<file path="src/rtl/core/sfxm_pkg.sv">
`timescale 1ns / 1ps
// ----------------------------------------------------------------------------
// sfxm_pkg: shared definitions of the two-voice playback mixer
// Command and register codes, job queue entry type, fixed widths and gain.
// ----------------------------------------------------------------------------
package sfxm_pkg;

    // Default sizes of the clip stores
    localparam int LONG_CLIP_SAMPLES_DEF = 262144;
    localparam int SHORT_CLIP_FRAMES_DEF = 16384;
    localparam int SHORT_CLIP_COUNT_DEF  = 3;

    // Phase format: Q24.16 accumulator, Q8.16 step
    localparam int PHASE_W = 40;
    localparam int FRAC_W  = 16;
    localparam int STEP_W  = 24;

    // Word address fields sized for the largest allowed clip stores
    localparam int LONG_WORD_W  = 19;
    localparam int SHORT_WORD_W = 16;

    // Depth of the queue between front and back
    localparam int QUEUE_DEPTH = 4;

    // Long voice gain, 0.85 in Q1.15 truncated
    localparam logic signed [15:0] GAIN_Q15 = 16'sd27852;

    // Item commands
    localparam logic [2:0] CMD_MIX         = 3'd0;
    localparam logic [2:0] CMD_START_LONG  = 3'd1;
    localparam logic [2:0] CMD_START_SHORT = 3'd2;
    localparam logic [2:0] CMD_WRITE_LONG  = 3'd3;
    localparam logic [2:0] CMD_WRITE_SHORT = 3'd4;

    // Configuration register indexes
    localparam logic [2:0] REG_LONG_CHANNELS = 3'd0;
    localparam logic [2:0] REG_LONG_STEP     = 3'd1;
    localparam logic [2:0] REG_SHORT_STEP    = 3'd2;
    localparam logic [2:0] REG_LONG_FRAMES   = 3'd3;
    localparam logic [2:0] REG_SHORT0_FRAMES = 3'd4;
    localparam logic [2:0] REG_SHORT1_FRAMES = 3'd5;
    localparam logic [2:0] REG_SHORT2_FRAMES = 3'd6;

    // Job kinds handed from front to back
    localparam logic [1:0] JOB_MIX      = 2'd0;
    localparam logic [1:0] JOB_WR_LONG  = 2'd1;
    localparam logic [1:0] JOB_WR_SHORT = 2'd2;

    // One queue entry: a mix with its read plan, or a clip store write
    typedef struct packed {
        logic [1:0]              kind;
        logic signed [15:0]      in_left;
        logic signed [15:0]      in_right;
        logic [LONG_WORD_W-1:0]  long_word;
        logic                    long_lsel;
        logic                    long_rsel;
        logic                    long_lok;
        logic                    long_rok;
        logic                    wr_bank;
        logic [15:0]             wr_data;
        logic                    short_ok;
        logic [1:0]              short_sel;
        logic [SHORT_WORD_W-1:0] short_word;
        logic                    long_active;
        logic                    short_active;
    } sfxm_job_t;

endpackage

</file>
<file path="src/rtl/core/sfxm_fifo.sv">
`timescale 1ns / 1ps
// ----------------------------------------------------------------------------
// sfxm_fifo: job queue between front and back
// Small register queue so that decode and playback can stall independently.
// ----------------------------------------------------------------------------
module sfxm_fifo import sfxm_pkg::*; (
    input  logic      clk,
    input  logic      rst_n,
    input  logic      push,
    input  sfxm_job_t push_job,
    output logic      full,
    input  logic      pop,
    output sfxm_job_t pop_job,
    output logic      empty
);

    localparam int PW = $clog2(QUEUE_DEPTH);
    localparam int CW = $clog2(QUEUE_DEPTH + 1);
    localparam logic [PW-1:0] LAST = PW'(QUEUE_DEPTH - 1);
    localparam logic [CW-1:0] CNT_FULL = CW'(QUEUE_DEPTH);

    sfxm_job_t     slot_reg [QUEUE_DEPTH];
    logic [PW-1:0] wr_ptr_reg, wr_ptr_next;
    logic [PW-1:0] rd_ptr_reg, rd_ptr_next;
    logic [CW-1:0] count_reg, count_next;

    assign full    = count_reg == CNT_FULL;
    assign empty   = count_reg == '0;
    assign pop_job = slot_reg[rd_ptr_reg];

    // Pointer and fill count update
    always_comb
    begin
        wr_ptr_next = wr_ptr_reg;
        rd_ptr_next = rd_ptr_reg;
        count_next  = count_reg;
        if (push)
        begin
            wr_ptr_next = (wr_ptr_reg == LAST) ? '0 : wr_ptr_reg + 1'b1;
        end
        if (pop)
        begin
            rd_ptr_next = (rd_ptr_reg == LAST) ? '0 : rd_ptr_reg + 1'b1;
        end
        if (push && !pop)
        begin
            count_next = count_reg + 1'b1;
        end
        else if (pop && !push)
        begin
            count_next = count_reg - 1'b1;
        end
    end

    always_ff @(posedge clk or negedge rst_n)
    begin
        if (!rst_n)
        begin
            wr_ptr_reg <= '0;
            rd_ptr_reg <= '0;
            count_reg  <= '0;
        end
        else
        begin
            wr_ptr_reg <= wr_ptr_next;
            rd_ptr_reg <= rd_ptr_next;
            count_reg  <= count_next;
        end
    end

    // Entry storage
    always_ff @(posedge clk)
    begin
        if (push)
        begin
            slot_reg[wr_ptr_reg] <= push_job;
        end
    end

    a_no_overflow: assert property (@(posedge clk) disable iff (!rst_n)
        full |-> !push)
        else $error("job pushed into a full queue");

    a_no_underflow: assert property (@(posedge clk) disable iff (!rst_n)
        empty |-> !pop)
        else $error("job popped from an empty queue");

endmodule

</file>
<file path="config.mk">
export PLATFORM = sky130hd
export DESIGN_NAME = sfxm_fifo
export DESIGN_NICKNAME = d
export VERILOG_FILES = /design/src/rtl/core/sfxm_pkg.sv /design/src/rtl/core/sfxm_fifo.sv
export SDC_FILE = /design/constraint.sdc
export NUM_CORES = 1
export LEC_CHECK = 0
export BUFFER_PORTS_ARGS = -buffer_cell sky130_fd_sc_hd__buf_2
export CAP_MARGIN = 20
export CORE_ASPECT_RATIO = 0.9
export CORE_UTILIZATION = 30
export CTS_BUF_LIST = sky130_fd_sc_hd__clkbuf_8
export CTS_CLUSTER_DIAMETER = 80
export DETAILED_ROUTE_END_ITERATION = 8
export PLACE_DENSITY = 0.49
export SLEW_MARGIN = 20
export SYNTH_ARGS = -nofsm -noshare
export SYNTH_HDL_FRONTEND = slang
export SYNTH_SLANG_ARGS = --single-unit
</file>
<file path="constraint.sdc">
create_clock -name clk -period 10.15 [get_ports clk]
set_input_delay 0.5075 -clock clk [delete_from_list [all_inputs] [get_ports clk]]
set_output_delay 0.5075 -clock clk [all_outputs]
set_load 0.01 [all_outputs]
</file>
# Yosys cells after proc, flatten, opt, wreduce, memory -nomap -nowiden
# Memory sizes are Yosys's and may differ from the RTL's.
# Cells that the tools add are included.
# totals
reg_bits	7
ram_bits	380
input_bits	99
output_inout_bits	97
word_cells	23
mem_count	1
# memory_table
name	words	word_bits	rd	rd_ports_with_merged_regs	wr	line	source
slot_reg	4	95	1	0	1	sfxm_fifo.sv:22	sfxm_job_t slot_reg [QUEUE_DEPTH];
# op_classes
add_sub_neg	4
n_eq_ne	3
n_mux	6
reduce_logical	6
# op_table
cell	n
$mux 3	2
$add 2x1->2 const B	2
$eq 2x2->1 const B	2
$mux 2	2
$add 3x1->3 const B	1
$eq 3x3->1 const B	1
$logic_not 3->1	1
$sub 3x1->3 const B	1
$logic_and 1x1->1	2
$logic_not 1->1	2
$mux 1	2
$reduce_bool 2->1	1

# Longest topological paths before layout
# Gate-level depths: netlist of the first run.
# depth
depth_word	4
mapped_depth	7
mapped_depth_nobuf	7

# Worst setup path before layout of the first run
# No wires, ideal clock.
# synth_timing
path_type	register to register
from	register wr_ptr_reg[0]
to	memory slot_reg[2][0] (netlist name), enable pin
setup_time_ns	0.464
t_arrival_ns	2.823
required_time_ns	9.686
slack_ns	6.863
path_stages_with_launch	4
n_path_buf	0
period_less_slack_ns	3.287
path_cell_list	dfrtp_1 inv_1 ha_1 and2_1
# synth_lines
element	line	source
start, declared	sfxm_fifo.sv:23	logic [PW-1:0] wr_ptr_reg, wr_ptr_next;
start signal, assigned	sfxm_fifo.sv:65	wr_ptr_reg <= wr_ptr_next;
end, declared	sfxm_fifo.sv:22	
# Straight into the memory's write port.

==> impl_metrics.env, run 1 <==
export IMPL_outcome="completed"
export IMPL_p_leak_nw=5.795
export IMPL_placed_cell_area_mm2=0.01578
export IMPL_rsz0062_at_grt="no"
export IMPL_first_pass_iters=4
export IMPL_die_x_um=230.7
export IMPL_p_int_mw=3.313
export IMPL_synth_top_area_share_pct=80.77
export IMPL_worstPathRequired_ps=9640
export IMPL_htree_levels=3
export IMPL_placedCellCount=1330
export IMPL_gp_congestion=0.6623
export IMPL_swShare_pct=29.20
export IMPL_ys_warn_count=0
export IMPL_io_pins=196
export IMPL_fin_tns_setup_ps=0
export IMPL_post_cts_buffers=0
export IMPL_path_buf_inv=2
export IMPL_grt_usage_pct=12.03
export IMPL_syn_cell_area_mm2=0.01413
export IMPL_crit_path_end_kind="primary output"
export IMPL_clock_latency_ps=590
export IMPL_finalHoldViolCount=0
export IMPL_relSlewSlack_pct=42.17
export IMPL_syn_inst=534
export IMPL_fillers=4399
export IMPL_crit_type="reg -> out"
export IMPL_setup_ws_ps=6724
export IMPL_vias=6374
export IMPL_layout_cells_non_filler=1445
export IMPL_dpl_worst_slack_ps=7214
export IMPL_synth_xor_area_share_pct=0.1860
export IMPL_overflow=0
export IMPL_area_growth_pct=20.18
export IMPL_vias_per_cell=4.411
export IMPL_grt_pass1_vias=7131
export IMPL_synth_fa_ha_area_share_pct=0.6731
export IMPL_drc=0
export IMPL_combPwrFrac_pct=26.5
export IMPL_synthMuxAreaShare_pct=15.38
export IMPL_skew_ps=14.35
export IMPL_max_freq_ghz=0.2918
export IMPL_cts_root_buf="clkbuf_8"
export IMPL_wl_per_cell_um=19.18
export IMPL_cp_slowest_cell="buf_4"
export IMPL_synth_cell_type_count=21
export IMPL_seqPwrFrac_pct=46.6
export IMPL_ys_ff_latch=387
export IMPL_dieArea_mm2=0.04796
export IMPL_totalWireLength_mm=27.71
export IMPL_finalNetCount=889
export IMPL_cpLargestDelayFamily="buffers and inverters"
export IMPL_largest_register_ffs=380
export IMPL_fin_crit_ps=3426
export IMPL_antenna_found_initial=5
export IMPL_fin_util_pct=36.48
export IMPL_worst_pin_slew_ps=867.4
export IMPL_holdBufCountCts=1
export IMPL_fin_area_mm2=0.01698
export IMPL_synth_nets=640
export IMPL_synth_area_leaders="edfxtp_1, mux4_2, dfrtp_1, ha_1, buf_2"
export IMPL_yosysSeqAreaShare_pct=82.01
export IMPL_synth_simple_area_share_pct=0.3985
export IMPL_startpoint_type="flop"
export IMPL_cts_resized=0
export IMPL_postSynthAreaPerCell_um2=26.46
export IMPL_grt_pass1_wl_mm=42.90
export IMPL_slowest_delay_ps=760
export IMPL_finalCritPeriodShare_pct=33.76
export IMPL_drive_gt1_share_pct=47.04
export IMPL_synth_top_family_by_area="multiplexers"
export IMPL_drv_cap=0
export IMPL_ant_nets=0
export IMPL_port_buffers=195
export IMPL_cts_path_max_buffers=3
export IMPL_netlist_top_cell_by_area="edfxtp_1"
export IMPL_drv_slew=0
export IMPL_cts_buffers_inserted=66
export IMPL_die_h_um=207.9
export IMPL_grt_max_degree=52
export IMPL_min_path_type="in -> reg"
export IMPL_ff_latch_area_mm2=0.01159
export IMPL_core_area_mm2=0.04654
export IMPL_p_per_area_mw_per_mm2=275.6
export IMPL_path_clk_slew_ps=60
export IMPL_ir_worst_vdd_mv=0.1475
export IMPL_numClockSinks=387
export IMPL_p_clk_share_pct=27.0
export IMPL_cp_cell_sequence="buf_4 > mux4_2 > buf_2"
export IMPL_initial_core_util_pct=30.35
export IMPL_synth_compound_area_share_pct=0.07085
export IMPL_multi_input_area_mm2=0.002371
export IMPL_setup_viol=0
export IMPL_critPathMaxFanout=41
export IMPL_fp_row_count=75
export IMPL_netSwitchingPower_mw=1.366
export IMPL_arrival_ps=2920
export IMPL_drtIter0Drc=237
export IMPL_hpwl_mm=15.77
export IMPL_tritoncts="built"
[synthesized netlist by cell type, drive strengths merged]
library cell  count
xor2              2
clkbuf            4
nor2              3
dfrtp             7
ha                6
xnor2             1
nor3              1
o21ai             2
and2              4
mux2              3
inv               4
edfxtp          380
mux4             95
nor3b             1
fa                1
nand2             2
buf              18
[path summary, 6_finish.rpt]
check	depth (start not counted)	startpoint	slack [ps]	endpoint
max in group asynchronous	2	rst_n	9670	rd_ptr_reg[0]
worst max register to register	4	wr_ptr_reg[0]	7620	slot_reg[0][38]
worst max-delay path	3	rd_ptr_reg[0]	6720	pop_job[46]
worst min-delay path	1	push_job[18]	120	slot_reg[0][18]
worst min register to register	1	count_reg[2]	490	count_reg[2]
min in group asynchronous	2	rst_n	290	wr_ptr_reg[0]
[stage by stage]
stage,power [mW],hold WS [ps]
finish,4.679,123.0
global route,4.948,50.90
CTS,4.799,18.25
detailed placement,3.509,360.9
global placement,3.504,364.3
floorplan,3.041,211.9
[area by class of cell]
class                      count  area share (%)
inverter                       4         0.08843
clock inverter                40           1.142
tap                          616           4.539
clock buffer                  72           5.836
sequential                   387           68.28
antenna                        2         0.02948
timing repair buffer         203           6.116
multi-input combinational    121           13.96
[placed cells by master, fill, tap and decap left out, types with 2 or more instances in the layout]
| cell type | netlist | final |
|---|---|---|
| edfxtp_1 | 380 | 380 |
| buf_2 | 8 | 195 |
| mux4_2 | 95 | 95 |
| clkbuf_8 | 0 | 72 |
| inv_1 | 4 | 26 |
| clkinv_2 | 0 | 8 |
| clkinv_1 | 0 | 7 |
| buf_4 | 5 | 7 |
| ha_1 | 6 | 6 |
| dfrtp_1 | 7 | 5 |
| and2_4 | 0 | 4 |
| mux2_2 | 3 | 3 |
| nor2_1 | 3 | 3 |
| diode_2 | 0 | 2 |
| nand2_1 | 2 | 2 |
| o21ai_0 | 2 | 2 |
| xor2_1 | 2 | 2 |
| clkinvlp_4 | 0 | 2 |
| dfrtp_4 | 0 | 2 |
[cells by family (layout without fill, tap and decap cells)]
| logic type | Yosys count | in the layout |
|---|---|---|
| xor+xnor | 3 | 3 |
| mux | 98 | 98 |
| other cells | 0 | 2 |
| compound gates | 2 | 2 |
| fa+ha+maj | 7 | 7 |
| flops | 387 | 387 |
| buf+inv | 26 | 319 |
| simple gates | 11 | 11 |
[per-layer routing]
| layer | up-vias | global-route usage (%) | wire (µm) |
|---|---|---|---|
| met5 | - | 0 | 57 |
| met4 | 8 | 5.024 | 592 |
| met3 | 51 | 4.684 | 1786 |
| met2 | 160 | 18.98 | 13320 |
| met1 | 3351 | 14.71 | 11950 |
| li1 | 2804 | - | - |
[power groups by stage]
stage	combinational, mW	sequential, mW	clock, mW
2_1_floorplan	0.898	2.14	0
3_3_place_gp	1.29	2.22	0
3_5_place_dp	1.29	2.22	0
4_1_cts	1.29	2.19	1.32
5_1_grt	1.35	2.21	1.38
6_report	1.24	2.18	1.26
(Power assumes the default switching activity.)
==> inputs of run 2 (changes only) <==
- clock period: 10.15 -> 3.2 ns (I/O delays scaled with it)
==> run 2 against run 1 <==
Via count rose by 7.3%. First-iteration DRC count rose by 39%. Clock skew rose by 9.3 ps. Largest cell class unchanged. Power rose to 3.2 times the previous value. Worst setup slack got worse by 6300 ps. Flip-flop and latch count did not move. Register-to-register slack got worse by 6300 ps. Die area did not move. Cell count rose by 8.0%. Global-route usage rose by 0.39 points.
==> impl_metrics.env, run 2 (synthesis gave the netlist of run 1 again) <==
export IMPL_rsz0062_at_grt="no"
export IMPL_fin_crit_ps=2751
export IMPL_wl_per_cell_um=18.58
export IMPL_grt_max_degree=59
export IMPL_min_to="slot_reg[1][22]"
export IMPL_die_x_um=230.7
export IMPL_min_path_cells=2
export IMPL_final_cell_mix="edfxtp_1, buf_2, dlygate4sd3_1"
export IMPL_path_clk_slew_ps=60
export IMPL_outcome="completed"
export IMPL_drv_cap=0
export IMPL_arrival_ps=2590
export IMPL_finalNetCount=1001
export IMPL_antenna_found_initial=1
export IMPL_grt_pass1_wl_mm=44.35
export IMPL_r2r_start="wr_ptr_reg[0]"
export IMPL_io_pins=196
export IMPL_drtIter0Drc=329
export IMPL_cts_path_max_buffers=3
export IMPL_dieArea_mm2=0.04796
export IMPL_cts_root_buf="clkbuf_8"
export IMPL_grt_busiest_layer="met2"
export IMPL_cp_slowest_cell="dfrtp_4"
export IMPL_grt_pass1_vias=7593
export IMPL_cpLargestDelayFamily="flip-flops"
export IMPL_overflow=0
export IMPL_cp_cell_sequence="buf_4 > mux4_2 > buf_2"
export IMPL_gp_congestion=0.6831
export IMPL_drv_slew=0
export IMPL_p_per_area_mw_per_mm2=836.7
export IMPL_relSlewSlack_pct=50.15
export IMPL_fp_row_count=75
export IMPL_cts_buffers_inserted=68
export IMPL_grt_usage_pct=12.42
export IMPL_p_total_mw=15.21
export IMPL_path_buf_inv=2
export IMPL_crit_type="reg -> out"
export IMPL_grt_met3_usage_pct=4.519
export IMPL_initial_core_util_pct=30.35
export IMPL_htree_levels=3
export IMPL_cts_resized=0
export IMPL_grtUsageMet1_pct=15.92
export IMPL_worst_pin_slew_ps=747.7
export IMPL_first_pass_iters=4
export IMPL_r2r_cells=4
export IMPL_p_leak_nw=6.319
export IMPL_vias_per_cell=4.381
export IMPL_hold_start="push_job[22]"
export IMPL_finalHoldViolCount=0
export IMPL_hpwl_mm=16.63
export IMPL_vias=6839
export IMPL_die_h_um=207.9
export IMPL_min_path_type="in -> reg"
export IMPL_placed_cell_area_mm2=0.01598
export IMPL_port_buffers=195
export IMPL_ff2ff_setup_slack_ps=1280
export IMPL_setup_viol=0
export IMPL_max_freq_ghz=0.3634
export IMPL_grt_use_met2_pct=19.08
export IMPL_final_common_cell="edfxtp_1"
export IMPL_drc=0
export IMPL_slowest_delay_ps=910
export IMPL_critPathMaxFanout=37
export IMPL_numClockSinks=387
export IMPL_ir_worst_vdd_mv=0.4175
export IMPL_largest_register_ffs=380
export IMPL_skew_ps=23.65
export IMPL_startpoint_type="flop"
export IMPL_area_growth_pct=28.65
export IMPL_tritoncts="built"
export IMPL_r2r_end="slot_reg[2][88]"
export IMPL_clock_latency_ps=620
export IMPL_ant_nets=0
export IMPL_totalWireLength_mm=29.00
export IMPL_fin_tns_setup_ps=0
export IMPL_finalCritPeriodShare_pct=85.98
export IMPL_drive_gt1_share_pct=42.27
export IMPL_fin_area_mm2=0.01817
export IMPL_worstPathRequired_ps=3040
export IMPL_core_area_mm2=0.04654
export IMPL_crit_path_end_kind="primary output"
==> run 2: routing by layer <==
metal	up-vias	wire [µm]
met5	-	0
met3	63	1849
li1	3035	-
met4	0	772
met2	176	13680
met1	3565	12700
==> run 2: how the worst max path moves through the flow <==
stage	startpoint	end	cells past startpoint
3_5_place_dp	rd_ptr_reg[0]	pop_job[54]	3
3_3_place_gp	rd_ptr_reg[0]	pop_job[54]	3
4_1_cts	rd_ptr_reg[0]	pop_job[54]	3
6_report	rd_ptr_reg[0]	pop_job[88]	3
2_1_floorplan	wr_ptr_reg[0]	slot_reg[2][0]	3
5_1_grt	rd_ptr_reg[0]	pop_job[86]	3
==> run 2: what timing repair did <==
| item | CTS | global route |
|---|---|---|
| setup buffers | 0 | 0 |
| setup endpoints to repair | 0 | 0 |
| hold buffers | 99 | 0 |
| hold endpoints to repair | 392 | 0 |
==> run 2: cell type report <==
type	instances	area, µm²
clock buffer	73	1005
fill	4284	28370
multi-input combinational	121	2371
sequential	387	11590
clock inverter	46	195.2
antenna	1	2.502
timing repair buffer	313	2222
tap	616	770.7
inverter	4	15.01
==> run 2: through the flow <==
stage,setup WS [ps],hold slack (ps),util (%),cells
global placement,1005,8.671,34.34,1342
detailed placement,994.3,10.13,34.34,1342
CTS,283.6,209.2,39.04,1560
finish,448.6,290.8,39.05,1561
global route,195.7,236.0,39.05,1561
floorplan,962.0,-135.6,-,534
==> run 2: report_power, final <==
part	switching (mW)	total [mW]	internal, mW
Clock	1.95	4.05	2.10
Sequential	0.375	6.87	6.50
Combinational	2.19	4.28	2.10
Total	4.51	15.2	10.7
