<file path="config.mk">
export PLATFORM = sky130hd
export DESIGN_NAME = sfxm_front_flat
export DESIGN_NICKNAME = d
export VERILOG_FILES = /design/src/rtl/core/sfxm_pkg.sv /design/src/rtl/core/sfxm_if.sv /design/src/rtl/core/sfxm_front.sv /design/src/flat_wrapper.sv
export SDC_FILE = /design/constraint.sdc
export NUM_CORES = 1
export LEC_CHECK = 0
export BUFFER_PORTS_ARGS = -buffer_cell sky130_fd_sc_hd__buf_4
export CORE_MARGIN = 4
export CORE_UTILIZATION = 50
export CTS_CLUSTER_DIAMETER = 50
export DETAILED_ROUTE_END_ITERATION = 6
export HOLD_SLACK_MARGIN = 0.05
export PLACE_DENSITY = 0.83
export SYNTH_ARGS = -nofsm -noshare
export SYNTH_HDL_FRONTEND = slang
export SYNTH_SLANG_ARGS = --single-unit
</file>
<file path="constraint.sdc">
create_clock -name clk -period 3.4 [get_ports clk]
set_clock_uncertainty 0.2 [all_clocks]
set_input_delay 0.34 -clock clk [delete_from_list [all_inputs] [get_ports clk]]
set_output_delay 0.34 -clock clk [all_outputs]
set_load 0.01 [all_outputs]
</file>
<file path="src/rtl/core/sfxm_pkg.sv">
`timescale 1ns / 1ps
// ----------------------------------------------------------------------------
// sfxm_pkg: shared definitions of the two-voice playback mixer
// Command and register codes, job queue entry type, fixed widths and gain.
// ----------------------------------------------------------------------------
package sfxm_pkg;

    // Default sizes of the clip stores
    localparam int LONG_CLIP_SAMPLES_DEF = 262144;
    localparam int SHORT_CLIP_FRAMES_DEF = 16384;
    localparam int SHORT_CLIP_COUNT_DEF  = 3;

    // Phase format: Q24.16 accumulator, Q8.16 step
    localparam int PHASE_W = 40;
    localparam int FRAC_W  = 16;
    localparam int STEP_W  = 24;

    // Word address fields sized for the largest allowed clip stores
    localparam int LONG_WORD_W  = 19;
    localparam int SHORT_WORD_W = 16;

    // Depth of the queue between front and back
    localparam int QUEUE_DEPTH = 4;

    // Long voice gain, 0.85 in Q1.15 truncated
    localparam logic signed [15:0] GAIN_Q15 = 16'sd27852;

    // Item commands
    localparam logic [2:0] CMD_MIX         = 3'd0;
    localparam logic [2:0] CMD_START_LONG  = 3'd1;
    localparam logic [2:0] CMD_START_SHORT = 3'd2;
    localparam logic [2:0] CMD_WRITE_LONG  = 3'd3;
    localparam logic [2:0] CMD_WRITE_SHORT = 3'd4;

    // Configuration register indexes
    localparam logic [2:0] REG_LONG_CHANNELS = 3'd0;
    localparam logic [2:0] REG_LONG_STEP     = 3'd1;
    localparam logic [2:0] REG_SHORT_STEP    = 3'd2;
    localparam logic [2:0] REG_LONG_FRAMES   = 3'd3;
    localparam logic [2:0] REG_SHORT0_FRAMES = 3'd4;
    localparam logic [2:0] REG_SHORT1_FRAMES = 3'd5;
    localparam logic [2:0] REG_SHORT2_FRAMES = 3'd6;

    // Job kinds handed from front to back
    localparam logic [1:0] JOB_MIX      = 2'd0;
    localparam logic [1:0] JOB_WR_LONG  = 2'd1;
    localparam logic [1:0] JOB_WR_SHORT = 2'd2;

    // One queue entry: a mix with its read plan, or a clip store write
    typedef struct packed {
        logic [1:0]              kind;
        logic signed [15:0]      in_left;
        logic signed [15:0]      in_right;
        logic [LONG_WORD_W-1:0]  long_word;
        logic                    long_lsel;
        logic                    long_rsel;
        logic                    long_lok;
        logic                    long_rok;
        logic                    wr_bank;
        logic [15:0]             wr_data;
        logic                    short_ok;
        logic [1:0]              short_sel;
        logic [SHORT_WORD_W-1:0] short_word;
        logic                    long_active;
        logic                    short_active;
    } sfxm_job_t;

endpackage

</file>
<file path="src/rtl/core/sfxm_if.sv">
`timescale 1ns / 1ps
// ----------------------------------------------------------------------------
// sfxm_if: channel interfaces of the playback mixer
// Command item channel, mix result channel and configuration write channel.
// ----------------------------------------------------------------------------

// Command items
interface sfxm_req_if;
    logic        valid;
    logic        ready;
    logic [2:0]  cmd;
    logic [15:0] in_left;
    logic [15:0] in_right;
    logic [1:0]  clip_select;
    logic [17:0] sample_addr;
    logic [15:0] sample_value;

    modport source (output valid, cmd, in_left, in_right, clip_select, sample_addr,
                    sample_value, input ready);
    modport sink (input valid, cmd, in_left, in_right, clip_select, sample_addr,
                  sample_value, output ready);
endinterface


// Register writes
interface sfxm_cfg_if;
    logic        valid;
    logic        ready;
    logic [2:0]  index;
    logic [23:0] data;

    modport source (output valid, index, data, input ready);
    modport sink (input valid, index, data, output ready);
endinterface

</file>
<file path="src/rtl/core/sfxm_front.sv">
`timescale 1ns / 1ps
// ----------------------------------------------------------------------------
// sfxm_front: command decode and voice sequencing
// Holds the registers and both voice phases, decodes each item, advances the
// voices on mix items and queues a job (read plan or clip write) for the back.
// ----------------------------------------------------------------------------
module sfxm_front import sfxm_pkg::*; #(
    parameter int LONG_CLIP_SAMPLES = LONG_CLIP_SAMPLES_DEF,
    parameter int SHORT_CLIP_FRAMES = SHORT_CLIP_FRAMES_DEF,
    parameter int SHORT_CLIP_COUNT  = SHORT_CLIP_COUNT_DEF
) (
    input  logic       clk,
    input  logic       rst_n,
    sfxm_req_if.sink   req,
    sfxm_cfg_if.sink   cfg,
    output logic       push,
    output sfxm_job_t  job,
    input  logic       full
);

    localparam logic [20:0] LONG_LIM        = 21'(LONG_CLIP_SAMPLES);
    localparam logic [18:0] SHORT_WR_LIM    = 19'(2 * SHORT_CLIP_FRAMES);
    localparam logic [23:0] SHORT_FRAME_LIM = 24'(SHORT_CLIP_FRAMES);
    localparam logic [2:0]  CLIP_LIM        = 3'(SHORT_CLIP_COUNT);

    // Configuration registers
    logic [1:0]        chan_reg;
    logic [STEP_W-1:0] lstep_reg;
    logic [STEP_W-1:0] sstep_reg;
    logic [18:0]       lframes_reg;
    logic [2:0][14:0]  sframes_reg;

    // Voice state
    logic [PHASE_W-1:0] long_phase_reg, long_phase_next;
    logic [PHASE_W-1:0] short_phase_reg, short_phase_next;
    logic               long_playing_reg, long_playing_next;
    logic               short_playing_reg, short_playing_next;
    logic [1:0]         short_sel_reg, short_sel_next;

    logic        acc;
    logic        long_ok, l_end, long_use, stereo;
    logic [23:0] l_frame;
    logic [18:0] f19;
    logic [20:0] even_idx, odd_idx, mono_idx;
    logic [14:0] slen_cur, slen_req;
    logic        short_ok, s_end, short_use;
    logic [23:0] s_frame;
    logic        clip_ok;

    // Frame count of a short clip, zero past the clip count
    function automatic logic [14:0] pick_len(input logic [1:0] s, input logic [2:0][14:0] f);
        logic [14:0] r;
        r = '0;
        if ({1'b0, s} < CLIP_LIM)
        begin
            case (s)
                2'd0:    r = f[0];
                2'd1:    r = f[1];
                2'd2:    r = f[2];
                default: r = '0;
            endcase
        end
        return r;
    endfunction

    assign req.ready = !full;
    assign cfg.ready = 1'b1;
    assign acc       = req.valid && req.ready;

    // Register writes
    always_ff @(posedge clk or negedge rst_n)
    begin
        if (!rst_n)
        begin
            chan_reg    <= 2'd2;
            lstep_reg   <= 24'd65536;
            sstep_reg   <= 24'd65536;
            lframes_reg <= '0;
            sframes_reg <= '0;
        end
        else if (cfg.valid)
        begin
            unique case (cfg.index)
                REG_LONG_CHANNELS: chan_reg       <= cfg.data[1:0];
                REG_LONG_STEP:     lstep_reg      <= cfg.data;
                REG_SHORT_STEP:    sstep_reg      <= cfg.data;
                REG_LONG_FRAMES:   lframes_reg    <= cfg.data[18:0];
                REG_SHORT0_FRAMES: sframes_reg[0] <= cfg.data[14:0];
                REG_SHORT1_FRAMES: sframes_reg[1] <= cfg.data[14:0];
                REG_SHORT2_FRAMES: sframes_reg[2] <= cfg.data[14:0];
                default:           ;
            endcase
        end
    end

    // Voice conditions for the current state
    always_comb
    begin
        long_ok  = long_playing_reg && (lframes_reg != '0) && (chan_reg != 2'd0);
        l_frame  = long_phase_reg[PHASE_W-1:FRAC_W];
        l_end    = l_frame >= {5'b0, lframes_reg};
        long_use = long_ok && !l_end;
        stereo   = chan_reg[1];
        f19      = l_frame[18:0];
        even_idx = {1'b0, f19, 1'b0};
        odd_idx  = {1'b0, f19, 1'b1};
        mono_idx = {2'b0, f19};

        slen_cur  = pick_len(short_sel_reg, sframes_reg);
        slen_req  = pick_len(req.clip_select, sframes_reg);
        short_ok  = short_playing_reg && (slen_cur != '0);
        s_frame   = short_phase_reg[PHASE_W-1:FRAC_W];
        s_end     = s_frame >= {9'b0, slen_cur};
        short_use = short_ok && !s_end;
        clip_ok   = {1'b0, req.clip_select} < CLIP_LIM;
    end

    // Item decode, voice update and job build
    always_comb
    begin
        long_phase_next    = long_phase_reg;
        short_phase_next   = short_phase_reg;
        long_playing_next  = long_playing_reg;
        short_playing_next = short_playing_reg;
        short_sel_next     = short_sel_reg;
        push               = 1'b0;
        job                = '0;
        job.in_left        = req.in_left;
        job.in_right       = req.in_right;
        job.wr_data        = req.sample_value;
        if (acc)
        begin
            unique case (req.cmd)
                CMD_MIX:
                begin
                    push     = 1'b1;
                    job.kind = JOB_MIX;
                    // long voice
                    if (long_ok)
                    begin
                        if (l_end)
                        begin
                            long_playing_next = 1'b0;
                            long_phase_next   = '0;
                        end
                        else
                        begin
                            long_phase_next = long_phase_reg + PHASE_W'(lstep_reg);
                        end
                    end
                    job.long_word = stereo ? f19 : {1'b0, f19[18:1]};
                    job.long_lsel = stereo ? 1'b0 : f19[0];
                    job.long_rsel = stereo ? 1'b1 : f19[0];
                    job.long_lok  = long_use && (stereo ? (even_idx < LONG_LIM)
                                                        : (mono_idx < LONG_LIM));
                    job.long_rok  = long_use && (stereo ? (odd_idx < LONG_LIM)
                                                        : (mono_idx < LONG_LIM));
                    // short voice
                    if (short_ok)
                    begin
                        if (s_end)
                        begin
                            short_playing_next = 1'b0;
                            short_phase_next   = '0;
                        end
                        else
                        begin
                            short_phase_next = short_phase_reg + PHASE_W'(sstep_reg);
                        end
                    end
                    job.short_ok     = short_use && (s_frame < SHORT_FRAME_LIM);
                    job.short_sel    = short_sel_reg;
                    job.short_word   = s_frame[SHORT_WORD_W-1:0];
                    job.long_active  = long_playing_next;
                    job.short_active = short_playing_next;
                end
                CMD_START_LONG:
                begin
                    if ((lframes_reg != '0) && (chan_reg != 2'd0))
                    begin
                        long_phase_next   = '0;
                        long_playing_next = 1'b1;
                    end
                end
                CMD_START_SHORT:
                begin
                    if (slen_req != '0)
                    begin
                        short_phase_next   = '0;
                        short_playing_next = 1'b1;
                        short_sel_next     = req.clip_select;
                    end
                end
                CMD_WRITE_LONG:
                begin
                    if ({3'b0, req.sample_addr} < LONG_LIM)
                    begin
                        push          = 1'b1;
                        job.kind      = JOB_WR_LONG;
                        job.long_word = {2'b0, req.sample_addr[17:1]};
                        job.wr_bank   = req.sample_addr[0];
                    end
                end
                CMD_WRITE_SHORT:
                begin
                    if (clip_ok && ({1'b0, req.sample_addr} < SHORT_WR_LIM))
                    begin
                        push           = 1'b1;
                        job.kind       = JOB_WR_SHORT;
                        job.short_sel  = req.clip_select;
                        job.short_word = req.sample_addr[SHORT_WORD_W:1];
                        job.wr_bank    = req.sample_addr[0];
                    end
                end
                default: ;
            endcase
        end
    end

    // Voice state registers
    always_ff @(posedge clk or negedge rst_n)
    begin
        if (!rst_n)
        begin
            long_phase_reg    <= '0;
            short_phase_reg   <= '0;
            long_playing_reg  <= 1'b0;
            short_playing_reg <= 1'b0;
            short_sel_reg     <= '0;
        end
        else
        begin
            long_phase_reg    <= long_phase_next;
            short_phase_reg   <= short_phase_next;
            long_playing_reg  <= long_playing_next;
            short_playing_reg <= short_playing_next;
            short_sel_reg     <= short_sel_next;
        end
    end

    // A long voice that runs off its clip stops with its phase cleared
    a_long_stop: assert property (@(posedge clk) disable iff (!rst_n)
        (acc && (req.cmd == CMD_MIX) && long_ok && l_end)
        |=> (!long_playing_reg && (long_phase_reg == '0)))
        else $error("long voice did not stop at clip end");

    // Starting an empty long clip leaves the voice untouched
    a_empty_start: assert property (@(posedge clk) disable iff (!rst_n)
        (acc && (req.cmd == CMD_START_LONG) && (lframes_reg == '0))
        |=> ($stable(long_playing_reg) && $stable(long_phase_reg)))
        else $error("empty long clip start changed the voice");

    // Only accepted mix and write items enter the queue
    a_push_kind: assert property (@(posedge clk) disable iff (!rst_n)
        push |-> (acc && ((req.cmd == CMD_MIX) || (req.cmd == CMD_WRITE_LONG)
                          || (req.cmd == CMD_WRITE_SHORT))))
        else $error("job queued for an item that needs none");

endmodule

</file>
<file path="src/flat_wrapper.sv">
// flat-port wrapper written by rule: the top's interface ports become plain ports
module sfxm_front_flat import sfxm_pkg::*;
#(
    parameter int LONG_CLIP_SAMPLES = LONG_CLIP_SAMPLES_DEF,
    parameter int SHORT_CLIP_FRAMES = SHORT_CLIP_FRAMES_DEF,
    parameter int SHORT_CLIP_COUNT  = SHORT_CLIP_COUNT_DEF
)
  (clk, rst_n, push, job, full, req_valid, req_cmd, req_in_left, req_in_right, req_clip_select, req_sample_addr, req_sample_value, req_ready, cfg_valid, cfg_index, cfg_data, cfg_ready);
  sfxm_req_if req_i ();
  sfxm_cfg_if cfg_i ();
  input  logic clk;
  input  logic rst_n;
  output logic push;
  output sfxm_job_t job;
  input  logic full;
  input wire logic [$bits(req_i.valid)-1:0] req_valid;
  input wire logic [$bits(req_i.cmd)-1:0] req_cmd;
  input wire logic [$bits(req_i.in_left)-1:0] req_in_left;
  input wire logic [$bits(req_i.in_right)-1:0] req_in_right;
  input wire logic [$bits(req_i.clip_select)-1:0] req_clip_select;
  input wire logic [$bits(req_i.sample_addr)-1:0] req_sample_addr;
  input wire logic [$bits(req_i.sample_value)-1:0] req_sample_value;
  output wire logic [$bits(req_i.ready)-1:0] req_ready;
  input wire logic [$bits(cfg_i.valid)-1:0] cfg_valid;
  input wire logic [$bits(cfg_i.index)-1:0] cfg_index;
  input wire logic [$bits(cfg_i.data)-1:0] cfg_data;
  output wire logic [$bits(cfg_i.ready)-1:0] cfg_ready;
  assign req_i.valid = req_valid;
  assign req_i.cmd = req_cmd;
  assign req_i.in_left = req_in_left;
  assign req_i.in_right = req_in_right;
  assign req_i.clip_select = req_clip_select;
  assign req_i.sample_addr = req_sample_addr;
  assign req_i.sample_value = req_sample_value;
  assign req_ready = req_i.ready;
  assign cfg_i.valid = cfg_valid;
  assign cfg_i.index = cfg_index;
  assign cfg_i.data = cfg_data;
  assign cfg_ready = cfg_i.ready;
  sfxm_front #(.LONG_CLIP_SAMPLES(LONG_CLIP_SAMPLES), .SHORT_CLIP_FRAMES(SHORT_CLIP_FRAMES), .SHORT_CLIP_COUNT(SHORT_CLIP_COUNT)) u_core (.clk(clk), .rst_n(rst_n), .req(req_i), .cfg(cfg_i), .push(push), .job(job), .full(full));
endmodule
</file>
======== Word level (Yosys, flattened, before mapping) ========
Index checks and enable logic that the tools add are counted.
cells by class
  equal/unequal tests ..................... 18
  add/subtract/negate cells ............... 2
  $lt $le $gt $ge ......................... 9
  reductions and logical operators ........ 37
  multiplexer cells ....................... 41
operator list
  operator                                               number
  2-to-1 mux 40 bit                                      6
  case mux 40 bit (2 select lines)                       2
  case mux 15 bit (3 select lines)                       2
  adder 40 x 24 -> 40 bit                                2
  < comparator 20 x 19 -> 1 bit (second input constant)  2
  case mux 19 bit (2 select lines)                       1
  case mux 18 bit (2 select lines)                       1
  2-to-1 mux 15 bit                                      2
  nonzero test 15 bit                                    2
  >= comparator 24 x 15 -> 1 bit                         1
  >= comparator 24 x 19 -> 1 bit                         1
  < comparator 24 x 15 -> 1 bit (second input constant)  1
  2-to-1 mux 24 bit                                      1
  2-to-1 mux 21 bit                                      1
  < comparator 19 bit (second input constant)            1
  2-to-1 mux 19 bit                                      1
  nonzero test 19 bit                                    1
  < comparator 18 x 16 -> 1 bit (second input constant)  1
  2-to-1 mux 18 bit                                      1
  2-to-1 mux 1 bit                                       14
  AND reduction 2 bit                                    7
  == test 3 x 2 -> 1 bit (second input constant)         4
  == test 3 bit (second input constant)                  4
  logical AND 1 bit                                      11
  other kinds (16)                                       37
storage, ports and cells
  output and inout port bits .............. 98
  logic and storage cells ................. 119
  input port bits ......................... 103
  register bits after elaboration ......... 198

======== Longest topological paths before layout ========
Gate-level depths: netlist (run 1).
  depth in word-level cells ............... 9
  depth in mapped cells ................... 17
  gate-level depth less buffers ........... 14

======== Least setup slack after synthesis (run 1) ========
Ideal clock, no wire load.
  kind .................................... register -> register
  from .................................... register u_core.long_phase_reg[0]
  to ...................................... register u_core.long_phase_reg[20]
  arrival time ............................ 2.827 ns
  buffers on the path ..................... 0
  setup time .............................. 0.134 ns
  cell stages (with the launch flop) ...... 12
  period minus slack after synthesis ...... 3.160 ns
  required time ........................... 3.066 ns
  setup slack ............................. 0.240 ns
  cell sequence ........................... dfrtp_1 > ha_1 > fa_1 > a211oi_1 > o21ai_0 > a31oi_1 > o21ai_0 > a31o_2 > a2111oi_0 > nor2_1 > xnor2_1 > o21ai_0
on the way
  cells in the longest elaborated chain, start to end .. 4
ends and longest elaborated chain
  element                           RTL line           source
  start, declared                   sfxm_front.sv:34   logic [PHASE_W-1:0] long_phase_reg, long_phase_next;
  start signal, assigned            sfxm_front.sv:233  long_phase_reg <= long_phase_next;
  adder 40 x 24 -> 40 bit           sfxm_front.sv:148  long_phase_next = long_phase_reg + PHASE_W'(lstep_reg);
  2-to-1 mux 40 bit                 sfxm_front.sv:141  if (l_end)
  2-to-1 mux 40 bit                 sfxm_front.sv:139  if (long_ok)
  case mux 40 bit (2 select lines)  sfxm_front.sv:133  unique case (req.cmd)
Every way passes these cells. The select of a mux whose other input is x is not followed.
A chain may end at the register's enable or synchronous reset.

==> impl_results.rst, run 1 <==
.. list-table::
   :header-rows: 1

   * - Metric
     - Value
   * - Ratio of cells with drive above 1 in the final layout
     - 28.4%
   * - Max-slew violation count
     - 0
   * - Detailed-route wire length
     - 37.5 mm
   * - Data required time of the critical path
     - 2860 ps
   * - Reg power frac
     - 32.8%
   * - Area share of the largest cell type after synthesis
     - 39.0%
   * - HPWL reported at the end of detailed placement
     - 26.3 mm
   * - Area of the core
     - 0.0245 mm^2
   * - First-pass GRT wire length
     - 56.6 mm
   * - DRC violations left
     - 0
   * - Netlist area before placement
     - 0.0125 mm^2
   * - Net Sw Frac
     - 41.0%
   * - Type of the worst min-delay path
     - in -> reg
   * - Synth area leader
     - dfrtp_1
   * - Number of warning messages in the yosys log
     - 0
   * - Critical Path Max Stage Delay
     - 460 ps
   * - Global placement routability congestion
     - 0.964
   * - Share of total power in combinational logic
     - 48.3%
   * - Post-Syn Area per Cell
     - 9.80 um^2
   * - Worst hold slack across all endpoints
     - 57.0 ps
   * - Clk Latency, worst-skew pair
     - 440 ps
   * - Worst hold path stage count
     - 2
   * - Cells after Synth
     - 1276
   * - Largest fanout on the critical path
     - 5
   * - CP Cell Sequence
     - buf_12 -> mux2i_2 -> nor2_1 -> a21oi_2 -> ha_1 -> a21o_1 -> a2111oi_4 -> o2111ai_4 -> a31oi_4 -> and2_4 -> buf_6
   * - Worst slew pin tran
     - 1080 ps
   * - Data arrival time at the worst-slack endpoint
     - 3120 ps
   * - Routed WL per cell
     - 21.7 um
   * - Crit path launch type
     - register
   * - Leading cell type in the layout, fill and taps excluded
     - dfrtp_1
   * - Via count of the routed design
     - 10746
   * - Count of different cell masters after synthesis
     - 66
   * - Clock net sink count
     - 198
   * - Min-delay src
     - cfg_data[3]
   * - Initial antenna violation count
     - 2
   * - Final cycle utilization of the critical path
     - 108%
   * - Timing startpoint of the critical path
     - u_core.short_sel_reg[1]
   * - IR drop worst, VDD
     - 493 uV
   * - Final setup violation count
     - 19
   * - Internal portion of total power
     - 6.40 mW
   * - Port bufs
     - 103
   * - Headroom to the max-slew limit
     - 27.5%
   * - Number of storage elements in the synthesis netlist
     - 198
   * - Overall overflow remaining after global route
     - 0
   * - Utilization after layout
     - 60.9%
   * - CP top delay family
     - compound AO/OA/AOI/OAI gates
   * - Reg-to-Reg Start
     - u_core.short_sel_reg[1]
   * - Final worst setup slack
     - -258 ps
   * - Main area contributors after synthesis
     - dfrtp_1 (39%), mux2_2 (10%), ha_1 (8.2%)
   * - Area of the die
     - 0.0276 mm^2
   * - Sort of element at the end of the critical path
     - primary output
   * - Proportion of synthesized flip-flops having asynchronous set or reset
     - 100%
   * - Via-to-Cell Ratio
     - 6.24
   * - Total power per unit cell area
     - 728 mW/mm^2
   * - Net Switching
     - 4.45 mW
   * - Horizontal die dimension
     - 166 um
   * - Fin. Hold Viols
     - 0
   * - Max Clk Rate
     - 0.273 GHz
   * - Capture point of the worst path
     - job[0]
   * - Clock-pin slew on the worst setup and hold paths
     - 80 ps
   * - Area Overhead vs Synth
     - 19.1%
   * - FF-to-FF path depth
     - 18
   * - Initial standard-cell utilization of the core
     - 51.1%
   * - Critical path's slowest cell
     - dfrtp_2
   * - Violations in the final reports
     - negative setup slack
   * - Die extent in y
     - 166 um
   * - Number of placement rows
     - 57
   * - Count of H-tree levels built during CTS
     - 4
   * - Initial drt markers
     - 956
   * - Number of flip-flops in the largest register
     - 45
   * - Buffers & Inverters on Critical Path
     - 2
   * - Maximum number of pins on one net before global-route repair
     - 100
   * - Static leakage power
     - 6.79 nW
   * - Post-Synthesis Net Count
     - 1463
   * - Via count of the first global-routing pass
     - 10441
   * - Number of synthesized flops with an enable pin
     - 0
   * - TritonCTS buffer count
     - 17
   * - Worst R2R Setup Slack
     - -100 ps
   * - I/O pin cnt
     - 201
   * - Remaining antenna violation count
     - 0
   * - Result of the run
     - complete, but fails checks
   * - Most used DFF post-synth
     - dfrtp_1
   * - Type of the worst setup path
     - reg -> out
   * - Max-cap violations
     - 0
   * - Share of the yosys chip area belonging to registers
     - 39.6%
   * - Crit. path cell count
     - 11
   * - CTS max path bufs
     - 2
   * - Reg-to-reg critical path endpoint
     - u_core.short_phase_reg[37]
   * - Unrepaired setup endpoints after global routing
     - true
   * - Aggregate negative setup slack
     - -1780 ps
   * - Clock tree from TritonCTS
     - done
   * - Clock share of power
     - 19.0%
   * - Worst slack, placed
     - -20.6 ps
   * - Highest-count cells in the layout ignoring fill and taps
     - dfrtp_1 (194), buf_4 (146), nand2_1 (118), mux2_2 (116), nor2_1 (83)
   * - Final critical path time including I/O delays and setup
     - 3660 ps
   * - Buffer cell driving the clock tree root
     - clkbuf_16
   * - Nets
     - 1570
   * - Detailed Routing Iterations Pass 1
     - 5
   * - Total global-route track usage
     - 25.5%
[per-layer routing]
layer | wire length (um) | up-vias | GRT usage (%)
met4 | 1780 | 0 | 11.8
met3 | 3160 | 140 | 5.47
li1 | - | 4847 | -
met1 | 15100 | 5227 | 33.6
met5 | 0 | - | 0
met2 | 17400 | 532 | 40.4
[kinds of logic (layout without fill, tap and decap cells)]
| family | Yosys count | count (layout) | synth area share, % |
|---|---|---|---|
| other cells | 1 | 3 | 0.0300 |
| xor+xnor | 43 | 43 | 3.01 |
| flops | 198 | 198 | 39.6 |
| fa+ha+maj | 84 | 84 | 8.52 |
| buf+inv | 135 | 255 | 5.95 |
| simple gates | 361 | 361 | 14.1 |
| mux | 149 | 149 | 13.1 |
| compound gates | 305 | 305 | 15.7 |
[power by group through the flow]
stage | clock (mW) | combinational [mW] | sequential, mW
after floorplan | 0 | 3.47 | 3.31
after global placement | 0 | 4.30 | 3.51
after detailed placement | 0 | 4.46 | 3.55
after CTS | 2.06 | 4.80 | 3.51
after global routing | 2.17 | 5.75 | 3.60
final | 2.06 | 5.24 | 3.56
[layout make-up]
| type | instances | area, um^2 |
|---|---|---|
| clock buffer | 18 | 439 |
| clock inverter | 14 | 153 |
| tap | 324 | 405 |
| fill | 1906 | 9560 |
| sequential | 198 | 4960 |
| timing repair buffer | 193 | 1680 |
| inverter | 30 | 113 |
| multi-input combinational | 943 | 7140 |
| antenna | 2 | 5.00 |
[worst min path at each step]
stage | slack [ps] | endpoint
2_1_floorplan | -160 | u_core.chan_reg[0]
3_3_place_gp | 260 | u_core.long_phase_reg[3]
3_5_place_dp | 280 | u_core.long_phase_reg[3]
4_1_cts | 50 | u_core.sframes_reg[43]
5_1_grt | 60 | u_core.sstep_reg[3]
6_report | 60 | u_core.sstep_reg[3]
[cells in the mapped netlist, types with 24 or more instances]
library cell,n
a21oi_1,66
mux2_2,116
ha_1,82
inv_1,30
nand2_1,120
mux2i_1,33
o31ai_1,38
xor2_1,24
a21o_1,25
nor2_1,86
clkbuf_1,41
buf_4,53
o21ai_0,84
dfrtp_1,195
[worst reg2reg max path, stage by stage (launching register included)]
cell       delay [ps]
dfrtp_2           460
buf_6             140
mux2i_2           240
nor2_2             60
a21oi_2           160
inv_1              70
ha_1              290
nand2b_4          130
a2111oi_4          60
or3_4             410
o2111ai_4         260
nand2_2           100
buf_6             130
buf_6             110
and2_4            160
buf_12            140
nor2_4            120
buf_6             130
nor2_1             50
[timing repair]
item,in CTS,in global routing
pin swaps,9,20
endpoints found under the setup margin,5,65
hold buffers,20,3
cloned,1,3
resized for setup,27,69
hold endpoints to repair,153,7
buffers inserted,17,14
[metrics by stage]
step	std cells	cell area [um^2]	total power, mW
global route	1722	14900	11.5
global placement	1633	13400	7.81
finish	1722	14900	10.9
floorplan	1276	12500	6.78
CTS	1702	14500	10.4
detailed placement	1633	13400	8.00
(Power assumes the default switching activity.)
==> run 2, diff against run 1 <==
--- a/config.mk
+++ b/config.mk
@@ -6,12 +6,13 @@
 export NUM_CORES = 1
 export LEC_CHECK = 0
 export BUFFER_PORTS_ARGS = -buffer_cell sky130_fd_sc_hd__buf_4
+export CORE_ASPECT_RATIO = 1.4
 export CORE_MARGIN = 4
 export CORE_UTILIZATION = 50
 export CTS_CLUSTER_DIAMETER = 50
 export DETAILED_ROUTE_END_ITERATION = 6
 export HOLD_SLACK_MARGIN = 0.05
-export PLACE_DENSITY = 0.83
+export PLACE_DENSITY = 0.75
 export SYNTH_ARGS = -nofsm -noshare
 export SYNTH_HDL_FRONTEND = slang
 export SYNTH_SLANG_ARGS = --single-unit
==> run 2 against run 1 <==
Compared with the run above: non-clock buffer count decreased by 10; largest cell class unchanged; critical path type unchanged; die area increased by 0.13%; first-iteration DRC count decreased by 16%; global-route usage increased by 0.88 points; the run still ends with negative setup slack left; highest routed layer unchanged; cell area decreased by 2.2%; flip-flop and latch count unchanged; critical path depth unchanged.
==> impl_results.rst, run 2 (same netlist as run 1, synthesis figures left out) <==
.. list-table::
   :header-rows: 1

   * - Metric
     - Value
   * - Final worst setup slack
     - -95.7 ps (was -258 ps)
   * - Global placement routability congestion
     - 0.930 (was 0.964)
   * - Clock tree from TritonCTS
     - done (unchanged)
   * - Via-to-Cell Ratio
     - 6.12 (was 6.24)
   * - Routed WL per cell
     - 21.4 um (was 21.7 um)
   * - Worst R2R Setup Slack
     - -30 ps (was -100 ps)
   * - Leading cell type in the layout, fill and taps excluded
     - dfrtp_1 (unchanged)
   * - Data required time of the critical path
     - 2860 ps (about the same)
   * - Result of the run
     - complete, but fails checks (unchanged)
   * - Critical Path Max Stage Delay
     - 440 ps (was 460 ps)
   * - Reg-to-reg critical path endpoint
     - u_core.short_phase_reg[28] (was u_core.short_phase_reg[37])
   * - Capture point of the worst path
     - job[0] (unchanged)
   * - Number of cells in the design after placement
     - 1641 (was 1633)
   * - Crit path launch type
     - register (unchanged)
   * - First-pass GRT wire length
     - 57.1 mm (was 56.6 mm)
   * - Reg-to-Reg Start
     - u_core.short_sel_reg[1] (unchanged)
   * - Initial antenna violation count
     - 0 (was 2)
   * - Largest fanout on the critical path
     - 5 (unchanged)
   * - Area Overhead vs Synth
     - 16.5% (was 19.1%)
   * - Violations in the final reports
     - negative setup slack (unchanged)
   * - Static leakage power
     - 6.69 nW (was 6.79 nW)
   * - Via count of the first global-routing pass
     - 10470 (was 10441)
   * - Unrepaired setup endpoints after global routing
     - true (unchanged)
   * - Horizontal die dimension
     - 142 um (was 166 um)
   * - Highest-count cells in the layout ignoring fill and taps
     - dfrtp_1 (194), buf_4 (150), nand2_1 (119), mux2_2 (116), nor2_1 (85) (was dfrtp_1 (194), buf_4 (146), nand2_1 (118), mux2_2 (116), nor2_1 (83))
   * - Max-slew violation count
     - 0 (unchanged)
   * - Data arrival time at the worst-slack endpoint
     - 2960 ps (was 3120 ps)
   * - Buffer cell driving the clock tree root
     - clkbuf_16 (unchanged)
   * - Cell area reported after detailed placement
     - 0.0136 mm^2 (was 0.0134 mm^2)
   * - Remaining antenna violation count
     - 0 (unchanged)
   * - CP Cell Sequence
     - buf_12 -> mux2i_1 -> nor2_1 -> a21oi_2 -> ha_1 -> a21o_1 -> a2111oi_4 -> o2111ai_2 -> a31oi_4 -> and2_1 -> buf_4 (was buf_12 -> mux2i_2 -> nor2_1 -> a21oi_2 -> ha_1 -> a21o_1 -> a2111oi_4 -> o2111ai_4 -> a31oi_4 -> and2_4 -> buf_6)
   * - HPWL reported at the end of detailed placement
     - 26.7 mm (was 26.3 mm)
   * - Type of the worst setup path
     - reg -> out (unchanged)
   * - Worst hold slack across all endpoints
     - 47.2 ps (was 57.0 ps)
   * - Sort of element at the end of the critical path
     - primary output (unchanged)
   * - Final cycle utilization of the critical path
     - 103% (was 108%)
   * - Total area of sequential cells
     - 0.00496 mm^2 (unchanged)
   * - Worst slew pin tran
     - 1100 ps (was 1080 ps)
   * - Fin. Hold Viols
     - 0 (unchanged)
   * - Number of flip-flops in the largest register
     - 45 (unchanged)
   * - Count of H-tree levels built during CTS
     - 4 (unchanged)
   * - Detailed Routing Iterations Pass 1
     - 6 (was 5)
   * - Initial drt markers
     - 800 (was 956)
   * - Final critical path time including I/O delays and setup
     - 3500 ps (was 3660 ps)
   * - Final setup violation count
     - 4 (was 19)
   * - Diodes inserted
     - 0 (was 2)
   * - Max Clk Rate
     - 0.286 GHz (was 0.273 GHz)
   * - I/O pin cnt
     - 201 (unchanged)
   * - Area of the multi-input gates
     - 0.00697 mm^2 (was 0.00714 mm^2)
   * - Clk Latency, worst-skew pair
     - 450 ps (was 440 ps)
   * - Maximum number of pins on one net before global-route repair
     - 98 (was 100)
   * - Overall overflow remaining after global route
     - 0 (unchanged)
   * - Type of the worst min-delay path
     - in -> reg (unchanged)
   * - Initial standard-cell utilization of the core
     - 50.7% (was 51.1%)
   * - Max-cap violations
     - 0 (unchanged)
   * - CTS max path bufs
     - 2 (unchanged)
   * - Via count of the routed design
     - 10413 (was 10746)
   * - Area of all placed cells without fillers
     - 0.0146 mm^2 (was 0.0149 mm^2)
   * - Number of placement rows
     - 68 (was 57)
   * - Detailed-route wire length
     - 36.4 mm (was 37.5 mm)
   * - Total power consumption of the routed design
     - 10.5 mW (was 10.9 mW)
   * - IR drop worst, VDD
     - 416 uV (was 493 uV)
   * - Port bufs
     - 103 (unchanged)
   * - Fill count
     - 2052 (was 1906)
   * - Clock-pin slew on the worst setup and hold paths
     - 70 ps (was 80 ps)
   * - Timing startpoint of the critical path
     - u_core.short_sel_reg[1] (unchanged)
   * - DRC violations left
     - 0 (unchanged)
   * - Headroom to the max-slew limit
     - 26.3% (was 27.5%)
   * - Area of the die
     - 0.0277 mm^2 (was 0.0276 mm^2)
   * - Clock net sink count
     - 198 (unchanged)
   * - Total global-route track usage
     - 26.3% (was 25.5%)
   * - Die extent in y
     - 195 um (was 166 um)
   * - Final standard cell count with taps included and fillers excluded
     - 1701 (was 1722)
   * - Ratio of cells with drive above 1 in the final layout
     - 25.8% (was 28.4%)
   * - Critical path's slowest cell
     - dfrtp_2 (unchanged)
   * - TritonCTS buffer count
     - 17 (unchanged)
   * - Nets
     - 1560 (was 1570)
   * - Area of the core
     - 0.0247 mm^2 (was 0.0245 mm^2)
   * - Total power per unit cell area
     - 719 mW/mm^2 (was 728 mW/mm^2)
   * - FF-to-FF path depth
     - 17 (was 18)
run 2: cell types whose count changed in the layout (fill, tap and decap cells not counted), moves of 4 or more:
cell	change
o31ai_1	+11
o31ai_2	-11
buf_4	+4
o21ai_1	-5
buf_6	-11
o21ai_0	+7
a21oi_2	-4
a21oi_1	+4
run 2: worst min path at each step:
stage / from / to / slack (ps) / cells after the start
finish: cfg_data[14] / u_core.sstep_reg[14] / 50 / 2
floorplan: rst_n / u_core.chan_reg[0] / -160 / 0
global placement: rst_n / u_core.long_playing_reg / 270 / 1
CTS: cfg_data[14] / u_core.sstep_reg[14] / 50 / 2
global route: cfg_data[13] / u_core.lframes_reg[13] / 50 / 2
detailed placement: rst_n / u_core.chan_reg[0] / 270 / 1
run 2: per-stage QoR:
step	util, %	setup TNS (ps)	setup slack (ps)
detailed placement	55.0	0	79.8
CTS	58.6	-202	-124
floorplan	-	0	240
global route	59.1	-3200	-258
global placement	55.0	0	116
finish	59.1	-226	-95.7
run 2: cell type report:
| type | instances | area share, % |
|---|---|---|
| repair buffers | 183 | 10.6 |
| inverters | 30 | 0.772 |
| flip-flops and latches | 198 | 34.0 |
| clock buffers | 19 | 3.11 |
| well taps | 315 | 2.70 |
| multi-input cells | 943 | 47.8 |
| clock inverters | 13 | 0.944 |
run 2: worst max-delay path, delay by kind of cell (launching register included):
| kind | cells | cell delay (ps) |
|---|---|---|
| buf+inv | 2 | 260 |
| fa+ha+maj | 1 | 260 |
| simple gates | 2 | 230 |
| mux | 1 | 200 |
| compound gates | 5 | 1110 |
| flops | 1 | 440 |
run 2: timing repair:
item,4_1_cts,5_1_grt
endpoints found under the hold margin,147,3
resized for setup,20,22
buffers inserted,3,2
setup endpoints to repair,5,45
gates cloned,1,1
pin swaps,18,8
hold buffers,19,2
run 2: routing by layer:
layer | global-route usage [%] | up-vias | part of all wire, %
li1 | - | 4808 | -
met1 | 30.9 | 5101 | 38
met2 | 43.8 | 358 | 49
met3 | 3.43 | 146 | 5.0
met4 | 19.1 | 0 | 7.8
met5 | 0 | - | 0
run 2: report_power, final:
part	total (mW)	leakage, nW	switching, mW	internal (mW)
sequential	3.53	2.46	0.588	2.94
clock	2.06	0.285	0.988	1.08
combinational	4.89	3.95	2.65	2.24
total	10.5	6.69	4.23	6.25
==> run 3, diff against run 2 <==
==> constraint.sdc (replaced) <==
create_clock -name clk -period 3.4 [get_ports clk]
set_clock_uncertainty 0.2 [all_clocks]
set_input_delay 0.34 -clock clk [delete_from_list [all_inputs] [get_ports clk]]
set_output_delay 0.34 -clock clk [all_outputs]
set_load 0.005 [all_outputs]
==> run 3 against run 2 <==
Compared with the run above: the flow still finishes with violations (negative setup slack); cell area decreased by 0.47%; critical path type unchanged; via count grew 1.0%; highest routed layer unchanged; first-iteration DRC count is 16% lower; routed wire length is essentially flat; fmax fell by 2.1%; non-clock buffer count fell by 1; register-to-register slack gained 160 ps; critical endpoint unchanged; sequential power is essentially flat; critical path depth unchanged; largest cell class unchanged; largest power group unchanged; power down 0.32%; setup slack worse by 75 ps.
==> impl_results.rst, run 3 (same netlist as run 1, synthesis figures left out) <==
.. list-table::
   :header-rows: 1

   * - Metric
     - Value
   * - Via count of the routed design
     - 10519 (was 10413)
   * - Highest-count cells in the layout ignoring fill and taps
     - dfrtp_1 (194), buf_4 (157), nand2_1 (119), mux2_2 (116), nor2_1 (86) (was dfrtp_1 (194), buf_4 (150), nand2_1 (119), mux2_2 (116), nor2_1 (85))
   * - HPWL reported at the end of detailed placement
     - 27.1 mm (was 26.7 mm)
   * - Unrepaired setup endpoints after global routing
     - true (unchanged)
   * - Worst hold path stage count
     - 2 (unchanged)
   * - Final setup violation count
     - 2 (was 4)
   * - Aggregate negative setup slack
     - -284 ps (was -226 ps)
   * - Data arrival time at the worst-slack endpoint
     - 3030 ps (was 2960 ps)
   * - Total global-route track usage
     - 26.2% (was 26.3%)
   * - Area of the die
     - 0.0277 mm^2 (unchanged)
   * - CP Cell Sequence
     - buf_12 -> mux2i_1 -> nor2_1 -> a21oi_2 -> ha_1 -> a21o_1 -> a2111oi_4 -> o2111ai_2 -> a31oi_4 -> and2_1 -> buf_4 (unchanged)
   * - Area of the core
     - 0.0247 mm^2 (unchanged)
   * - Crit path launch type
     - register (unchanged)
   * - First-pass GRT wire length
     - 57.2 mm (was 57.1 mm)
   * - Die extent in y
     - 195 um (unchanged)
   * - I/O pin cnt
     - 201 (unchanged)
   * - Utilization after layout
     - 58.8% (was 59.1%)
   * - CP top delay family
     - compound AO/OA/AOI/OAI gates (unchanged)
   * - Clk Latency, worst-skew pair
     - 450 ps (about the same)
   * - Final worst setup slack
     - -171 ps (was -95.7 ps)
   * - Clock-pin slew on the worst setup and hold paths
     - 80 ps (was 70 ps)
   * - Largest fanout on the critical path
     - 11 (was 5)
   * - Max-slew violation count
     - 0 (unchanged)
   * - Nets
     - 1559 (was 1560)
   * - CTS max path bufs
     - 2 (unchanged)
   * - Diodes inserted
     - 0 (unchanged)
   * - Violations in the final reports
     - negative setup slack (unchanged)
   * - Sort of element at the end of the critical path
     - primary output (unchanged)
   * - Static leakage power
     - 6.68 nW (was 6.69 nW)
   * - FF-to-FF path depth
     - 15 (was 17)
   * - DRC violations left
     - 0 (unchanged)
   * - Count of H-tree levels built during CTS
     - 4 (unchanged)
   * - Fill count
     - 2048 (was 2052)
   * - Detailed-route wire length
     - 36.4 mm (about the same)
   * - Worst hold slack across all endpoints
     - 40.8 ps (was 47.2 ps)
   * - Final cycle utilization of the critical path
     - 105% (was 103%)
   * - Remaining antenna violation count
     - 0 (unchanged)
   * - Horizontal die dimension
     - 142 um (unchanged)
   * - Number of flip-flops in the largest register
     - 45 (unchanged)
   * - Via-to-Cell Ratio
     - 6.19 (was 6.12)
   * - Leading cell type in the layout, fill and taps excluded
     - dfrtp_1 (unchanged)
   * - Initial antenna violation count
     - 0 (unchanged)
   * - Total power per unit cell area
     - 720 mW/mm^2 (was 719 mW/mm^2)
   * - Critical Path Max Stage Delay
     - 450 ps (was 440 ps)
   * - Worst slew pin tran
     - 1100 ps (about the same)
   * - IR drop worst, VDD
     - 392 uV (was 416 uV)
   * - Data required time of the critical path
     - 2860 ps (about the same)
   * - Routed WL per cell
     - 21.4 um (about the same)
   * - Fin. Hold Viols
     - 0 (unchanged)
   * - Critical path's slowest cell
     - dfrtp_2 (unchanged)
   * - Max Clk Rate
     - 0.280 GHz (was 0.286 GHz)
   * - Overall overflow remaining after global route
     - 0 (unchanged)
   * - Crit. path cell count
     - 11 (unchanged)
   * - Max-cap violations
     - 0 (unchanged)
   * - Buffers & Inverters on Critical Path
     - 2 (unchanged)
   * - Detailed Routing Iterations Pass 1
     - 5 (was 6)
   * - Clock net sink count
     - 198 (unchanged)
   * - Worst slack, placed
     - 71.4 ps (was 79.8 ps)
   * - Number of placement rows
     - 68 (unchanged)
   * - Initial drt markers
     - 674 (was 800)
   * - Ratio of cells with drive above 1 in the final layout
     - 25.6% (was 25.8%)
   * - Final critical path time including I/O delays and setup
     - 3570 ps (was 3500 ps)
   * - Buffer cell driving the clock tree root
     - clkbuf_16 (unchanged)
   * - Clock tree from TritonCTS
     - done (unchanged)
   * - Result of the run
     - complete, but fails checks (unchanged)
   * - Initial standard-cell utilization of the core
     - 50.7% (unchanged)
   * - Maximum number of pins on one net before global-route repair
     - 93 (was 98)
   * - Port bufs
     - 103 (unchanged)
   * - Area Overhead vs Synth
     - 16.0% (was 16.5%)
   * - Type of the worst setup path
     - reg -> out (unchanged)
   * - TritonCTS buffer count
     - 17 (unchanged)
   * - Type of the worst min-delay path
     - in -> reg (unchanged)
   * - Global placement routability congestion
     - 0.935 (was 0.930)
   * - Headroom to the max-slew limit
     - 26.2% (was 26.3%)
   * - Via count of the first global-routing pass
     - 10656 (was 10470)
[run 3: area by class of cell]
cell class                 count  area [um^2]  share of cell area, %
multi-input combinational    943         6950                   47.9
sequential                   198         4960                   34.2
timing repair buffer         182         1480                   10.2
clock buffer                  17          425                   2.93
tap                          315          394                   2.72
clock inverter                15          188                   1.29
inverter                      30          113                  0.776
[run 3: report_power, final]
| group | total, mW | switching (mW) | internal (mW) |
|---|---|---|---|
| Clock | 2.12 | 1.00 | 1.12 |
| Combinational | 4.81 | 2.64 | 2.18 |
| Sequential | 3.51 | 0.572 | 2.94 |
| Total | 10.5 | 4.21 | 6.24 |
[run 3: worst paths after layout]
kind	slack, ps	end	from
max in group asynchronous	1840	u_core.chan_reg[1]	rst_n
min reg2reg	290	u_core.short_phase_reg[5]	u_core.short_phase_reg[5]
max	-170	job[0]	u_core.short_sel_reg[1]
max reg2reg	130	u_core.short_phase_reg[28]	u_core.short_sel_reg[1]
min	40	u_core.sstep_reg[2]	cfg_data[2]
min in group asynchronous	320	u_core.chan_reg[0]	rst_n
[run 3: what timing repair did]
action	in CTS	in global routing
setup buffers	6	2
setup endpoints to repair	5	41
endpoints found under the hold margin	142	0
hold buffers	18	0
resized for setup	16	14
pin swaps	8	2
[run 3: per-layer routing]
| layer | part of all wire [%] | routed length [um] | global-route usage (%) | up-vias |
|---|---|---|---|---|
| met5 | 0 | 0 | 0 | - |
| met4 | 6.3 | 2310 | 16.1 | 0 |
| met3 | 5.1 | 1850 | 4.12 | 131 |
| met2 | 51 | 18400 | 44.7 | 357 |
| met1 | 38 | 13900 | 30.6 | 5226 |
| li1 | - | - | - | 4805 |
[run 3: stage by stage]
stage	cell area [um^2]	power, mW	cells
2_1_floorplan	12500	6.77	1276
3_3_place_gp	13500	7.92	1642
3_5_place_dp	13500	8.05	1642
4_1_cts	14400	10.3	1698
5_1_grt	14500	11.1	1700
6_report	14500	10.5	1700
[run 3: worst register-to-register path: cells and delay by family (launching register included)]
family / cells / cell delay (ps)
AOI/OAI and AO/OA: 5 / 860
and+or+nand+nor: 5 / 770
buffers and inverters: 3 / 480
DFF: 1 / 470
adders and majority gates: 1 / 220
muxes: 1 / 150
